`src/rtl/core/sus_pkg.sv`:
```
// shared types and codes for the sorted unique key set
`timescale 1ns / 1ps
`default_nettype none

package sus_pkg;

  localparam int CMD_W    = 2;
  localparam int IN_KEY_W = 32;
  localparam int STATUS_W = 3;
  localparam int COUNT_W  = 7;

  typedef enum logic [CMD_W-1:0] {
    CMD_INSERT   = 2'd0,
    CMD_EXTRACT  = 2'd1,
    CMD_CONTAINS = 2'd2,
    CMD_REMOVE   = 2'd3
  } sus_cmd_t;

  typedef enum logic [STATUS_W-1:0] {
    ST_DONE     = 3'd0,
    ST_PRESENT  = 3'd1,
    ST_FULL     = 3'd2,
    ST_MISSING  = 3'd3,
    ST_EMPTY    = 3'd4
  } sus_status_t;

  typedef enum logic [2:0] {
    S_IDLE,
    S_CMP,
    S_RED1,
    S_RED2,
    S_UPD
  } sus_state_t;

  typedef struct packed {
    logic [CMD_W-1:0]    command;
    logic [IN_KEY_W-1:0] key;
  } sus_in_t;

  typedef struct packed {
    logic [STATUS_W-1:0] status;
    logic                present;
    logic [IN_KEY_W-1:0] out_key;
    logic [COUNT_W-1:0]  entry_count;
  } sus_out_t;

  // broadcast control from the sequencer to every cell
  typedef struct packed {
    logic cmp;
    logic shift_up;
    logic shift_down;
  } sus_ctl_t;

endpackage

`default_nettype wire

```
`src/rtl/core/sus_cell.sv`:
```
// one slot of the sorted chain: stored key, compare flags, neighbor shift
`timescale 1ns / 1ps
`default_nettype none

module sus_cell #(
  parameter int KEY_WIDTH = 32,
  parameter int CNT_W     = 7,
  parameter int INDEX     = 0
) (
  input  wire                    clk,
  input  wire sus_pkg::sus_ctl_t ctl,
  input  wire  [CNT_W-1:0]       count,
  input  wire  [KEY_WIDTH-1:0]   cmd_key,
  input  wire  [KEY_WIDTH-1:0]   left_key,
  input  wire                    left_above,
  input  wire  [KEY_WIDTH-1:0]   right_key,
  output logic [KEY_WIDTH-1:0]   key_o,
  output logic                   above_o,
  output logic                   eq_o,
  output logic [KEY_WIDTH-1:0]   top_key_o
);
  import sus_pkg::*;

  localparam logic [CNT_W-1:0] IDX  = CNT_W'(INDEX);
  localparam logic [CNT_W-1:0] NEXT = CNT_W'(INDEX + 1);

  logic [KEY_WIDTH-1:0] key_r;
  logic                 above_r;
  logic                 ge_r;
  logic                 eq_r;
  logic                 top_r;
  logic                 occ;

  assign occ = IDX < count;

  always_ff @(posedge clk) begin
    if (ctl.cmp) begin
      // above: this slot sits at or past the insert position
      above_r <= !occ || (key_r > cmd_key);
      ge_r    <= occ && (key_r >= cmd_key);
      eq_r    <= occ && (key_r == cmd_key);
      top_r   <= occ && !(NEXT < count);
    end
  end

  always_ff @(posedge clk) begin
    if (ctl.shift_up && above_r) begin
      key_r <= left_above ? left_key : cmd_key;
    end else if (ctl.shift_down && ge_r) begin
      key_r <= right_key;
    end
  end

  assign key_o     = key_r;
  assign above_o   = above_r;
  assign eq_o      = eq_r;
  assign top_key_o = top_r ? key_r : '0;

endmodule

`default_nettype wire

```
`config.mk`:
```
export PLATFORM = sky130hd
export DESIGN_NAME = sus_cell
export DESIGN_NICKNAME = d
export VERILOG_FILES = /design/src/rtl/core/sus_pkg.sv /design/src/rtl/core/sus_cell.sv
export SDC_FILE = /design/constraint.sdc
export NUM_CORES = 1
export LEC_CHECK = 0
export BUFFER_PORTS_ARGS = -buffer_cell sky130_fd_sc_hd__clkbuf_2
export CELL_PAD_IN_SITES_DETAIL_PLACEMENT = 1
export CELL_PAD_IN_SITES_GLOBAL_PLACEMENT = 1
export CORE_ASPECT_RATIO = 0.9
export CORE_UTILIZATION = 33
export DETAILED_ROUTE_END_ITERATION = 8
export PLACE_DENSITY = 0.87
export SYNTH_ARGS = -nofsm -noshare
export SYNTH_HDL_FRONTEND = slang
export SYNTH_SLANG_ARGS = --single-unit
export TNS_END_PERCENT = 30
```
`constraint.sdc`:
```
create_clock -name clk -period 4.1 [get_ports clk]
set_input_delay 0.205 -clock clk [delete_from_list [all_inputs] [get_ports clk]]
set_output_delay 0.205 -clock clk [all_outputs]
set_load 0.01 [all_outputs]
```
==> metrics.txt <==
post-synthesis adder-cell area fraction=0.143; Yosys top cell area share=0.386; clk sink count=36; Critical Path Start=key_o[31]; Slew Viols, Final=0; P_leak=approximately 2 nW; Cell Chain, Critical Path=ha_1 -> nand4_1 -> or3_1 -> nor3_2 -> nand3_1 -> inv_1 -> o22ai_1; Hold Fails Final Rpt=0; Root Buffer=clkbuf_8; Clock Skews=approximately 0.011 ns; post-route insts no fill=between 500 and 600; CTS tree=yes; routed len/inst=approximately 15 um; DP HPWL=7040 um; synthesized cell area=around 2800 um2; wirelength, routed=around 8600 um; Area Overhead vs Synth=36.4%; crit-path max FO=3; worst r2r src=key_o[31]; IO Count=~170; dpl cells=approximately 560; slowest CP cell=edfxtp_1; max_cap viols=0; initial antenna violation count=0; Least-Margin Pin Slew=approximately 1.2 ns; crit path kind=reg2reg; ANT nets after route=0; register clock-pin slew on the reported worst setup and hold paths=~0.080 ns; cell area after layout=approximately 3800 um2; Synth Area in Simple Gates=0.173; Worst Path Buf+Inv=1; Net count, final=just over 600; Post-Syn Instances=305; gr usage total=0.190; number of synthesized flops with an enable pin=36; vias after detailed routing=between 2000 and 3000; Post-CTS Hold Buffers=0; CP endpoint kind=flop; post-CTS sizing=0; # Post-CTS Setup Buffers=0; Synth Net Count=between 400 and 500; mux cell area share after synthesis=0.114; GPL Wtd Cong=between 0.7 and 0.8; f_max=~0.44 GHz; initial drt markers=a little under 50; Setup TNS=0 ns; XOR/XNOR Fraction of Synth Area=0; Antenna diodes=0; sequential element share of the synthesized area=0.386; Die Ht=89.4 um; placed cell areas=roughly 3700 um2; post-synthesis compound-gate area fraction=0.117; worst-case clock buffer depth=2; CP peak stage delay=0.44 ns; Avg Cell Area, Syn=about 9 um2; Final period util=0.551; die area=a little under 9000 um2; combinational family with the most area after synthesis=simple AND/OR/NAND/NOR gates; H-tree levels=2; RSZ-0062 raised after global routing=false; row cnt=31; vias in the first global route=about 2700; Core ar.=between 8000 and 9000 um2; synth unique cells=28; Skew-Pair Late Insertion Delay=~0.28 ns; Synth warnings=0; Final Critical Period=~2.3 ns; Synth area leaders=edfxtp_1 (39%), ha_1 (14%), mux2i_1 (11%); Overflow after GRT=0; DR vias/cell=around 5; Initial Utilization=0.344; layout cells sized above 1=0.390; leading area contributor after synthesis=edfxtp_1; Yosys reg bits=36; Hold Path Class=in2reg; maximum number of pins on one net before global-route repair=66; min-delay src=ctl[2]; Power Density=around 300 nW/um2; Async SR Flop Fraction=0; DR pass1 iterations=4; family with the most delay on the worst path=simple AND/OR/NAND/NOR gates; Crit path required time=between 4 and 5 ns; Peak VDD IR=0.120 mV; Final Setup Violations=0; port bufs=173; slew margin rel.=0.228; crit start category=flop; die width=99.1 um; first-pass GRT wire length=~13000 um; Post-synth top flop=edfxtp_1; CTS Buf Count=5; DRC violations left=0; status=complete, no violations; crit path DAT=about 2.3 ns
sequential cells by signal (all words and copies together) (netlist names):
name and count:
top_r 1, ge_r 1, above_o 1, key_o 32, eq_o 1
worst paths after layout:
| check | endpoint | slack (ns) | cells after the start |
|---|---|---|---|
| worst max register to register | above_o | 1.84 | 7 |
| worst min-delay path | top_r | 0.21 | 1 |
| worst min register to register | key_o[31] | 1.02 | 2 |
| worst max-delay path | above_o | 1.84 | 7 |
layer usage:
layer  track usage  wire length [um]  share of wire  up-vias
met4        0.0508               111          0.013        0
met5             0                 0              0        -
li1              -                 -              -     1393
met1         0.228              3660           0.42     1306
met2         0.356              4450           0.52      100
met3        0.0313               403          0.047        9
logic make-up after synthesis:
group | after synthesis
simple gates | 98
compound gates | 58
buf+inv | 49
flops | 36
mux | 32
fa+ha+maj | 32
cell usage after synthesis (all sizes together) (2+ instances only):
cell type,n
a21oi,46
nor2,39
edfxtp,36
inv,35
and2,33
ha,32
mux2i,32
nand2,11
clkbuf,9
buf,5
nand3,5
nand4,5
o21ai,4
a211oi,2
a21o,2
nor4,2
cell usage in the layout, fill, tap and decap left out:
master	count
nand4_1	5
clkbuf_2	173
a221oi_1	1
a21oi_1	45
ha_1	32
nor4_1	2
a21o_1	2
clkinv_1	2
a211o_1	1
and2_2	1
a211oi_1	1
and3_1	1
o21ai_0	2
o21ai_2	1
nand3_1	5
nand2_1	11
a21oi_2	1
mux2i_1	32
clkbuf_8	5
o22ai_1	1
a211oi_2	1
edfxtp_1	36
a221o_1	1
and2_1	32
buf_4	1
nor3_2	1
inv_1	35
o21ai_1	1
or3_1	1
nor2_1	39
cell type report:
type	instances	area [um2]
Fill cell	1030	4330
Timing Repair Buffer	174	873
Sequential cell	36	1080
Clock buffer	5	68.8
Tap cell	99	124
Inverter	35	131
Clock inverter	2	7.51
Multi-Input combinational cell	220	1530
through the flow:
step	worst slack, ns	power, W	hold slack (ns)	util
2_1_floorplan	2.01	0.000717	0.317	-
6_report	1.84	0.00112	0.208	0.469
3_3_place_gp	1.90	0.000880	0.479	0.460
4_1_cts	1.83	0.00114	0.191	0.469
3_5_place_dp	1.84	0.000900	0.497	0.460
5_1_grt	1.66	0.00120	0.199	0.469
power breakdown:
group | leakage [nW] | internal, W | switching [W]
Clock | 0.0391 | 0.000112 | 0.000126
Sequential | 0.345 | 0.000464 | 0.0000361
Combinational | 1.67 | 0.000175 | 0.000210
worst reg2reg max path, delay by kind of cell (launching register included):
kind                     cells  cell delay, ns
adder cells (fa/ha/maj)      1            0.33
flip-flops                   1            0.44
AO/OA/AOI/OAI                1            0.07
buffers and inverters        1            0.10
AND/OR/NAND/NOR              4            1.06
(Power assumes the default switching activity.)
